**src/hw/rtl/single_source_shortest_path_defines.svh**
```systemverilog
// Assertion helpers shared by the shortest path block.
// Both forms are clocked on clk and are disabled while arst_n is low.
`ifndef SINGLE_SOURCE_SHORTEST_PATH_DEFINES_SVH
`define SINGLE_SOURCE_SHORTEST_PATH_DEFINES_SVH

// The consequent must hold in the same cycle as the antecedent.
`define SSP_ASSERT_NOW(label, ante, cons, msg) \
	label: assert property (@(posedge clk) disable iff (!arst_n) (ante) |-> (cons)) \
		else $error(msg);

// The consequent must hold in the cycle after the antecedent.
`define SSP_ASSERT_NEXT(label, ante, cons, msg) \
	label: assert property (@(posedge clk) disable iff (!arst_n) (ante) |=> (cons)) \
		else $error(msg);

`endif

```
**src/hw/rtl/ssp_pkg.sv**
```systemverilog
// ----------------------------------------------------------------------------
// ssp_pkg
// Types and constants shared by the shortest path controller and datapath.
// ----------------------------------------------------------------------------
package ssp_pkg;

	localparam int VTX_N       = 64;
	localparam int VW          = 6;
	localparam int CNT_W       = 7;
	localparam int DIST_W      = 22;
	localparam int WEIGHT_BITS = 16;

	localparam logic [DIST_W-1:0] DIST_MAX    = {DIST_W{1'b1}};
	localparam logic [CNT_W-1:0]  VTX_N_CNT   = CNT_W'(VTX_N);

	typedef enum logic [1:0] {
		CMD_CLEAR = 2'd0,
		CMD_ADD   = 2'd1,
		CMD_SOLVE = 2'd2
	} cmd_code_t;

	typedef enum logic [3:0] {
		ST_IDLE,
		ST_SCAN_RD,
		ST_SCAN_CMP,
		ST_SCAN_END,
		ST_EDGE_RD,
		ST_EDGE_CHK,
		ST_EDGE_UPD,
		ST_OUT_RD,
		ST_OUT_LD
	} state_t;

	typedef struct packed {
		logic [VW-1:0]          tail;
		logic [VW-1:0]          head;
		logic [WEIGHT_BITS-1:0] len;
	} edge_rec_t;

	typedef struct packed {
		logic clear;
		logic add;
		logic init;
		logic scan_clr;
		logic scan_cmp;
		logic finish;
		logic edge_clr;
		logic edge_step;
		logic rd_head;
		logic relax;
		logic idx_clr;
		logic out_load;
	} ctrl_cmd_t;

	typedef struct packed {
		logic found;
		logic idx_last;
		logic edges_empty;
		logic edge_match;
		logic edge_last;
		logic out_free;
	} dp_status_t;

endpackage

```
**src/hw/rtl/ssp_ctrl.sv**
```systemverilog
// ----------------------------------------------------------------------------
// ssp_ctrl
// Sequencer for edge loading, the Dijkstra scan and relax passes, and output.
// ----------------------------------------------------------------------------
module ssp_ctrl import ssp_pkg::*; (
	input  logic       clk,
	input  logic       arst_n,
	input  logic       in_valid,
	output logic       in_ready,
	input  logic [1:0] command,
	input  dp_status_t status,
	output ctrl_cmd_t  cmd
);

	state_t state_q, state_d;

	always_ff @(posedge clk or negedge arst_n) begin
		if (!arst_n) begin
			state_q <= ST_IDLE;
		end else begin
			state_q <= state_d;
		end
	end

	always_comb begin
		state_d  = state_q;
		cmd      = '0;
		in_ready = 1'b0;
		case (state_q)
			ST_IDLE: begin
				in_ready = 1'b1;
				if (in_valid) begin
					case (command)
						CMD_CLEAR: cmd.clear = 1'b1;
						CMD_ADD:   cmd.add   = 1'b1;
						CMD_SOLVE: begin
							cmd.init     = 1'b1;
							cmd.scan_clr = 1'b1;
							state_d      = ST_SCAN_RD;
						end
						default: ;
					endcase
				end
			end
			ST_SCAN_RD: state_d = ST_SCAN_CMP;
			ST_SCAN_CMP: begin
				cmd.scan_cmp = 1'b1;
				state_d      = status.idx_last ? ST_SCAN_END : ST_SCAN_RD;
			end
			ST_SCAN_END: begin
				if (!status.found) begin
					cmd.idx_clr = 1'b1;
					state_d     = ST_OUT_RD;
				end else begin
					cmd.finish   = 1'b1;
					cmd.edge_clr = 1'b1;
					if (status.edges_empty) begin
						cmd.scan_clr = 1'b1;
						state_d      = ST_SCAN_RD;
					end else begin
						state_d = ST_EDGE_RD;
					end
				end
			end
			ST_EDGE_RD: state_d = ST_EDGE_CHK;
			ST_EDGE_CHK: begin
				cmd.rd_head = 1'b1;
				if (status.edge_match) begin
					state_d = ST_EDGE_UPD;
				end else begin
					cmd.edge_step = 1'b1;
					cmd.scan_clr  = status.edge_last;
					state_d       = status.edge_last ? ST_SCAN_RD : ST_EDGE_RD;
				end
			end
			ST_EDGE_UPD: begin
				cmd.relax     = 1'b1;
				cmd.edge_step = 1'b1;
				cmd.scan_clr  = status.edge_last;
				state_d       = status.edge_last ? ST_SCAN_RD : ST_EDGE_RD;
			end
			ST_OUT_RD: state_d = ST_OUT_LD;
			ST_OUT_LD: begin
				if (status.out_free) begin
					cmd.out_load = 1'b1;
					state_d      = status.idx_last ? ST_IDLE : ST_OUT_RD;
				end
			end
			default: state_d = ST_IDLE;
		endcase
	end

endmodule

```
**config.mk**
```make
export PLATFORM = sky130hd
export DESIGN_NAME = ssp_ctrl
export DESIGN_NICKNAME = d
export VERILOG_FILES = /design/src/hw/rtl/single_source_shortest_path_defines.svh /design/src/hw/rtl/ssp_pkg.sv /design/src/hw/rtl/ssp_ctrl.sv
export SDC_FILE = /design/constraint.sdc
export NUM_CORES = 1
export LEC_CHECK = 0
export BUFFER_PORTS_ARGS = -buffer_cell sky130_fd_sc_hd__buf_4
export CORE_AREA = 10 10 47 49
export CTS_CLUSTER_DIAMETER = 40
export DETAILED_ROUTE_END_ITERATION = 10
export DIE_AREA = 0 0 57 59
export PLACE_DENSITY_LB_ADDON = 0.12
export SLEW_MARGIN = 10
export SYNTH_ARGS = -nofsm -noshare
export SYNTH_HDL_FRONTEND = slang
export SYNTH_SLANG_ARGS = --single-unit
export TNS_END_PERCENT = 20
```
**constraint.sdc**
```tcl
create_clock -name clk -period 1.8 [get_ports clk]
set_input_delay 0.18 -clock clk [delete_from_list [all_inputs] [get_ports clk]]
set_output_delay 0.18 -clock clk [all_outputs]
set_load 0.1 [all_outputs]
```
==> flow_summary.yaml, run 1 <==
worst_setup_path:
  cp_slowest_cell: "dfrtp_2"
  crit_buf_inv: 2
  reg2reg_from: "state_q[2]"
  ff2ff_path_depth: 5
  end_kind: "primary output"
  critPathTopFamily: "simple AND/OR/NAND/NOR gates"
  cp.required_ns: 1.62
  path_class: "flip-flop to primary output"
  start_kind: "flip-flop"
  crit_chain: "nor4_4 > inv_2 > nor4b_4 > buf_6"
  critPathMaxFanout: 6
  r2r-end: "state_q[1]"
  arrival_ns: 1.65
  r2r_slack_ns: 0.25
  critPathMaxStageDelay_ns: 0.45
grt:
  grt_overflow: 0
  top_usage_layer: "met2"
  grt_pass1_vias: 568
  grt_max_degree: 13
  use_met1: 0.112
  grtUsageMet3: 0.0386
  grt_pass1_wl_um: 2610
  grtUsageMet2: 0.143
  grt_antenna_before_repair: 0
  grtUsageTotal: 0.0933
timing:
  fmax_mhz: 545
  maxSlewHeadroom: 0.801
  min_period_ns: 1.83
  setup_viol: 2
  setup_slack_ns: -0.0335
  min_period_over_period: 1.02
  rsz0062_at_grt: "yes"
  finalHoldViolations: 0
  report.final.slew_viol_count: 0
  worstMarginPinSlew_ns: 0.297
  clock_skew_ns: 0.00218
yosys:
  yosys.area_share.simple: 0.454
  synth_seq_cells: 4
  synth_top_family_by_area: "simple AND/OR/NAND/NOR gates"
  muxShareOfSynthArea: 0
  synth_fp_nets: 68
  ys_seq_area_frac: 0.224
  yosys.area_share.adder: 0
  synth_compound_gate_area_share: 0.196
  syn-cell-area_um2: 447
  syn_area_per_cell_um2: 7.84
  synth_xor_area_frac: 0
  yosysUniqueCellTypes: 29
  synth_cells: 57
  ys.warnings.count: 0
floorplanning:
  dieArea_um2: 3360
  initial_core_util: 0.319
  coreArea_um2: 1400
  die_y_um: 59
  chipWidth_um: 57
  ios: 24
  rows: 14
layout:
  reg.largest.list: "state_q (4)"
  antennaDiodeCount: 0
  drive_gt1_frac: 0.585
  regArea_um2: 105
  syn2layout_area_growth_pct: 91.0
  largest_reg_flops: 4
  final_nets: 107
  multiInputGateArea_um2: 330
  fillers: 135
  largest-register: "state_q"
drt:
  drtIter0Drc: 11
  vias_per_cell: 5.14
  routed_wl_um: 1550
  ant_nets: 0
  first_pass_iters: 4
  remaining_drc_errors: 0
  wl_per_cell_um: 14.1
  vias: 565
min_path:
  holdPathStages: 2
  min_to: "state_q[3]"
  min-delay-start: "status[0]"
  hp-class: "input port to flip-flop"
clock_tree:
  clk_latency_ns: 0.23
  cts_sinks: 4
  root_buffer: "clkbuf_4"
  cts_tree: "yes"
  cts.path.max_buffers: 2
  cts.reportedPaths.clkPinSlew_ns: 0.04
  cts-buffers-inserted: 3
  htreeDepth: 1
outcome:
  failed_checks: "setup timing"
  outcome: "finished with violations"
placed_design:
  dp_hpwl_um: 1210
  port_buffers: 23
  place_ws_ns: 0.112
  gp_congestion: 0.795
power_and_ir_drop:
  leakage_nw: 0.393
  irDropWorstVdd_mv: 1.10
  cellPowerDensity_nw_per_um2: 1640
  power_w: 0.00140
run:
  maxCapViolCount: 0
==> timing repair <==
item / CTS / global route
pin swaps: 2 / 1
hold buffers: 1 / 0
resized for setup: 12 / 12
endpoints found under the setup margin: 7 / 8
setup buffers: 4 / 3
hold endpoints to repair: 4 / 0
==> cells in the mapped netlist <==
cell       number  share of area
nor2_1          8          0.067
a21oi_1         5          0.056
nand2_1         5          0.042
dfrtp_1         4           0.22
nand3b_1        4          0.067
buf_4           3          0.050
inv_1           3          0.025
buf_6           2          0.050
nor3_1          2          0.022
o21ai_0         2          0.022
a211oi_1        1          0.017
a221o_1         1          0.022
and4b_1         1          0.022
and4b_2         1          0.025
nand2b_1        1          0.014
nand2b_2        1          0.020
nand4_1         1          0.014
nand4b_1        1          0.020
nor4_4          1          0.048
nor4b_1         1          0.020
o21a_1          1          0.017
o21ai_1         1          0.011
o22ai_1         1          0.014
o2bb2ai_1       1          0.020
o31ai_1         1          0.017
or2b_1          1          0.017
or3_1           1          0.014
or3b_1          1          0.020
or4b_1          1          0.022
==> metal layers <==
layer | part of all wire | up-vias
li1 | - | 282
met2 | 0.48 | 21
met4 | 0 | 0
met1 | 0.43 | 262
met5 | 0 | -
met3 | 0.085 | 0
==> layout by cell type, fill, tap and decap left out, drive strengths merged, types with 2 or more instances in the layout <==
cell type  count
buf           38
clkbuf         3
nand3b         4
and4b          2
dfrtp          4
nand2          5
nand2b         2
inv            3
o21ai          3
a21oi          5
nor3           2
nor2           8
==> how the worst max path moves through the flow <==
stage                     startpoint  endpoint  slack, ns  cells after the start
after floorplan           state_q[1]    cmd[8]      -1.30                      5
after global placement    state_q[3]   cmd[11]       0.07                      4
after detailed placement  state_q[3]   cmd[11]       0.11                      4
after CTS                 state_q[0]   cmd[11]      -0.08                      5
after global routing      state_q[1]   cmd[11]      -0.08                      4
final                     state_q[1]   cmd[11]      -0.03                      4
==> layout make-up <==
class	instances	share of cell area
repair buffers	39	0.427
multi-input cells	45	0.387
flip-flops and latches	4	0.123
clock buffers	3	0.0264
well taps	16	0.0235
inverters	3	0.0132
==> kinds of logic (layout without fill, tap and decap cells) <==
kind of cell           count (synthesis)  in the layout
AOI/OAI and AO/OA                     14             14
DFF                                    4              4
and+or+nand+nor                       31             31
buffers and inverters                  8             45
==> report_power, final <==
| part | switching [W] | internal, W | leakage, nW |
|---|---|---|---|
| logic | 0.000707 | 0.000409 | 0.332 |
| clock network | 0.0000346 | 0.0000744 | 0.0138 |
| registers | 0.0000495 | 0.000126 | 0.0471 |
| total | 0.000791 | 0.000609 | 0.393 |
==> metrics by stage <==
stage                     hold slack (ns)  setup TNS (ns)  cell area [µm²]  std cells  utilization
after floorplan                    -0.116           -8.39              478         57            -
after global placement            -0.0236               0              682         99        0.487
after detailed placement          -0.0229               0              682         99        0.487
after CTS                           0.120          -0.225              781        107        0.557
after global routing                0.125          -0.197              853        110        0.609
final                               0.127         -0.0395              853        110        0.609
Note: power is estimated with default switching activity, not from simulation.
==> inputs of run 2 (changes only) <==
--- a/config.mk
+++ b/config.mk
@@ -10,7 +10,7 @@
 export CTS_CLUSTER_DIAMETER = 40
 export DETAILED_ROUTE_END_ITERATION = 10
 export DIE_AREA = 0 0 57 59
-export PLACE_DENSITY_LB_ADDON = 0.12
+export PLACE_DENSITY = 0.6
 export SLEW_MARGIN = 10
 export SYNTH_ARGS = -nofsm -noshare
 export SYNTH_HDL_FRONTEND = slang
==> run 2 against run 1 <==
- the run still ends with setup timing left
- worst hold slack better by 0.023 ns
- sequential share of layout area is 0.98 points higher
- total power is 9.3% lower
- flip-flop and latch count stayed put
- global-route usage is 0.32 points lower
- final cell count is 4.5% lower
- maximum frequency is 0.37% higher
- largest cell class is now multi-input gates
==> flow_summary.yaml, run 2 (same netlist as run 1, synthesis figures left out) <==
drt:
  routed_wl_um: 1500
  vias_per_cell: 5.20
  drtIter0Drc: 15
  wl_per_cell_um: 14.3
  ant_nets: 0
  remaining_drc_errors: 0
  vias: 546
  first_pass_iters: 4
layout:
  utilization: 0.544
  antennaDiodeCount: 0
  fillers: 143
  largest_reg_flops: 4
  final_nets: 102
  drive_gt1_frac: 0.506
  final_cell_mix: "buf_4 (27), nor2_1 (7), nand2_1 (5), buf_6 (5)"
  largest-register: "state_q"
  syn2layout_area_growth_pct: 70.6
  final_common_cell: "buf_4"
  reg.largest.list: "state_q (4)"
timing:
  min_period_over_period: 1.01
  setup_viol: 2
  maxSlewHeadroom: 0.799
  clock_skew_ns: 0.00520
  worstMarginPinSlew_ns: 0.300
  report.final.slew_viol_count: 0
  fmax_mhz: 547
  finalHoldViolations: 0
  fin_hold_ws_ns: 0.150
  setup_slack_ns: -0.0268
  rsz0062_at_grt: "yes"
  min_period_ns: 1.83
power_and_ir_drop:
  leakage_nw: 0.361
  irDropWorstVdd_mv: 0.885
  cellPowerDensity_nw_per_um2: 1670
floorplanning:
  die_y_um: 59
  coreArea_um2: 1400
  rows: 14
  dieArea_um2: 3360
  initial_core_util: 0.319
  chipWidth_um: 57
  ios: 24
min_path:
  min-delay-start: "status[0]"
  hp-class: "input port to flip-flop"
  min_to: "state_q[3]"
  holdPathStages: 2
grt:
  grt_max_degree: 10
  grt_pass1_wl_um: 2560
  grtUsageTotal: 0.0902
  grt_pass1_vias: 569
  grt_antenna_before_repair: 0
  grt_overflow: 0
placed_design:
  dp_hpwl_um: 1220
  port_buffers: 23
  place_ws_ns: 0.0899
  gp_congestion: 0.823
worst_setup_path:
  start_kind: "flip-flop"
  cp.required_ns: 1.62
  ff2ff_path_depth: 5
  path_class: "flip-flop to primary output"
  reg2reg_from: "state_q[2]"
  arrival_ns: 1.65
  end_kind: "primary output"
  critPathMaxFanout: 7
  r2r_slack_ns: 0.28
  r2r-end: "state_q[2]"
clock_tree:
  cts_sinks: 4
  htreeDepth: 1
  root_buffer: "clkbuf_4"
  cts.path.max_buffers: 2
  clk_latency_ns: 0.23
  cts.reportedPaths.clkPinSlew_ns: 0.04
  cts-buffers-inserted: 3
  cts_tree: "yes"
outcome:
  failed_checks: "setup timing"
  outcome: "finished with violations"
run:
  maxCapViolCount: 0
==> run 2: critical path, cell delays in order (launching register included) <==
cell and delay (ns):
dfrtp_2 0.45, or3b_1 0.41, a21oi_2 0.18, a221o_2 0.20, buf_12 0.17
==> run 2: area by class of cell <==
type	instances	area [µm²]	area share
Inverter	3	11.3	0.0148
Sequential cell	4	101	0.133
Clock buffer	3	22.5	0.0296
Multi-Input combinational cell	45	318	0.417
Timing Repair Buffer	34	289	0.379
Tap cell	16	20.0	0.0263
==> run 2: how the worst max path moves through the flow <==
stage,start,to,slack [ns]
4_1_cts,state_q[1],cmd[11],-0.04
3_5_place_dp,state_q[1],cmd[8],0.09
5_1_grt,state_q[0],cmd[11],-0.09
3_3_place_gp,state_q[1],cmd[8],0.14
2_1_floorplan,state_q[1],cmd[8],-1.30
6_report,state_q[1],cmd[8],-0.03
==> run 2: timing repair <==
item	CTS	global route
pin swaps	1	0
gates resized for setup	7	2
hold buffers	1	0
setup endpoints to repair	5	7
setup buffers	1	0
hold endpoints to repair	4	0
==> run 2: per-stage QoR <==
step           total power, W  instance area, µm²  setup TNS [ns]  cells
5_1_grt               0.00134                 762          -0.175    105
6_report              0.00127                 762         -0.0497    105
3_3_place_gp          0.00113                 689               0    100
2_1_floorplan        0.000920                 478           -8.39     57
4_1_cts               0.00127                 754         -0.0516    105
3_5_place_dp          0.00113                 689               0    100
==> run 2: power by group <==
group          total [W]  internal, W  switching [W]
registers       0.000169     0.000122      0.0000473
logic           0.000995     0.000321       0.000674
clock network   0.000106    0.0000742      0.0000318
total            0.00127     0.000517       0.000753
==> run 2: metal layers <==
metal,vias to the layer above,GRT usage,wire length [µm]
met5,-,0,0
met4,0,0.0403,0
met3,0,0.00429,44
met2,11,0.166,828
met1,261,0.104,629
li1,274,-,-
==> inputs of run 3 (changes only) <==
--- a/config.mk
+++ b/config.mk
@@ -15,4 +15,4 @@
 export SYNTH_ARGS = -nofsm -noshare
 export SYNTH_HDL_FRONTEND = slang
 export SYNTH_SLANG_ARGS = --single-unit
-export TNS_END_PERCENT = 20
+export TNS_END_PERCENT = 50
==> run 3 against run 2 <==
- worst hold slack got worse by 0.00098 ns
- critical path type unchanged
- flip-flop and latch count unchanged
- clock skew decreased by 0.0034 ns
- count of clock-buffer cells in the layout unchanged
- setup slack improved by 0.022 ns
- the run still ends with setup timing left
- highest routed layer is now met4
- total power increased by 7.7%
==> flow_summary.yaml, run 3 (same netlist as run 1, synthesis figures left out) <==
layout:
  final_common_cell: "buf_4"
  syn2layout_area_growth_pct: 80.4
  reg.largest.list: "state_q (4)"
  fillers: 139
  drive_gt1_frac: 0.604
  antennaDiodeCount: 0
  final_nets: 104
  largest-register: "state_q"
  utilization: 0.575
  final_cell_mix: "buf_4 (33), nor2_1 (6), nand2_1 (5)"
  largest_reg_flops: 4
clock_tree:
  cts_sinks: 4
  cts.reportedPaths.clkPinSlew_ns: 0.04
  cts-buffers-inserted: 3
  clk_latency_ns: 0.23
  cts_tree: "yes"
  cts.path.max_buffers: 2
  htreeDepth: 1
  root_buffer: "clkbuf_4"
timing:
  min_period_ns: 1.80
  report.final.slew_viol_count: 0
  rsz0062_at_grt: "yes"
  fmax_mhz: 554
  fin_hold_ws_ns: 0.149
  setup_slack_ns: -0.00499
  clock_skew_ns: 0.00178
  tns_ns: -0.00499
  worstMarginPinSlew_ns: 0.272
  maxSlewHeadroom: 0.818
  setup_viol: 1
  finalHoldViolations: 0
  min_period_over_period: 1.00
drt:
  vias: 535
  routed_wl_um: 1540
  ant_nets: 0
  remaining_drc_errors: 0
  vias_per_cell: 5.00
  drtIter0Drc: 14
  wl_per_cell_um: 14.4
  first_pass_iters: 4
grt:
  grt_pass1_wl_um: 2460
  grt_max_degree: 8
  use_met1: 0.0986
  grt_antenna_before_repair: 0
  top_usage_layer: "met2"
  grt_overflow: 0
  grtUsageMet2: 0.146
  grt_pass1_vias: 550
  grtUsageTotal: 0.0894
  grtUsageMet3: 0.0258
min_path:
  hp-class: "input port to flip-flop"
power_and_ir_drop:
  p_clk_frac: 0.078
  p_switching_w: 0.000791
  pwr-share-comb: 0.793
  leakage_nw: 0.371
  seqPwrFrac: 0.129
  irDropWorstVdd_mv: 0.775
  internal_power_w: 0.000578
  power.share.switching: 0.578
  cellPowerDensity_nw_per_um2: 1700
floorplanning:
  dieArea_um2: 3360
  rows: 14
  die_y_um: 59
  coreArea_um2: 1400
  ios: 24
  initial_core_util: 0.319
  chipWidth_um: 57
worst_setup_path:
  start_kind: "flip-flop"
  cp.required_ns: 1.62
  r2r_slack_ns: 0.26
  end_kind: "primary output"
  critPathMaxFanout: 5
  path_class: "flip-flop to primary output"
  arrival_ns: 1.62
outcome:
  failed_checks: "setup timing"
  outcome: "finished with violations"
placed_design:
  dp_hpwl_um: 1210
  gp_congestion: 0.804
  port_buffers: 23
run:
  maxCapViolCount: 0
==> run 3: layer usage <==
layer | share of wire | wire length (µm)
met5 | 0 | 0
met1 | 0.39 | 598
met4 | 0.012 | 19
met2 | 0.54 | 825
met3 | 0.063 | 97
==> run 3: power groups by stage <==
stage | clock network (W) | registers [W] | logic, W
after global placement | 0 | 0.000175 | 0.000979
after detailed placement | 0 | 0.000174 | 0.000982
final | 0.000107 | 0.000176 | 0.00109
after global routing | 0.000120 | 0.000183 | 0.00114
after CTS | 0.000114 | 0.000174 | 0.00102
after floorplan | 0 | 0.000146 | 0.000808
==> run 3: final timing paths <==
kind,from,depth (start not counted),to
worst max-delay path,state_q[1],4,cmd[8]
worst min-delay path,status[0],2,state_q[3]
worst max register to register,state_q[2],5,state_q[2]
worst min register to register,state_q[0],2,state_q[3]
max in group asynchronous,arst_n,2,state_q[2]
min in group asynchronous,arst_n,2,state_q[3]
==> run 3: per-stage QoR <==
stage	total power, W	cell area (µm²)	setup slack (ns)	std cells
after floorplan	0.000954	515	-1.30	57
after global routing	0.00144	806	-0.0548	107
after CTS	0.00131	778	-0.0205	105
after global placement	0.00115	699	0.115	98
final	0.00137	806	-0.00499	107
after detailed placement	0.00116	699	0.122	98
==> run 3: layout make-up <==
type | instances | area, µm² | share of cell area
Clock buffer | 3 | 22.5 | 0.0280
Inverter | 3 | 11.3 | 0.0140
Multi-Input combinational cell | 45 | 358 | 0.444
Sequential cell | 4 | 105 | 0.130
Tap cell | 16 | 20.0 | 0.0248
Timing Repair Buffer | 36 | 289 | 0.359
==> run 3: timing repair <==
| action | CTS | global route |
|---|---|---|
| pin swaps | 1 | 3 |
| buffers inserted | 3 | 2 |
| endpoints found under the setup margin | 6 | 10 |
| hold buffers | 1 | 0 |
| hold endpoints to repair | 4 | 0 |
| resized for setup | 7 | 4 |
==> run 3: critical path: stages, from the launching register on <==
cell and delay [ns]:
dfrtp_2 0.43, or3b_4 0.40, a21oi_4 0.19, a221o_2 0.20
buf_12 0.17
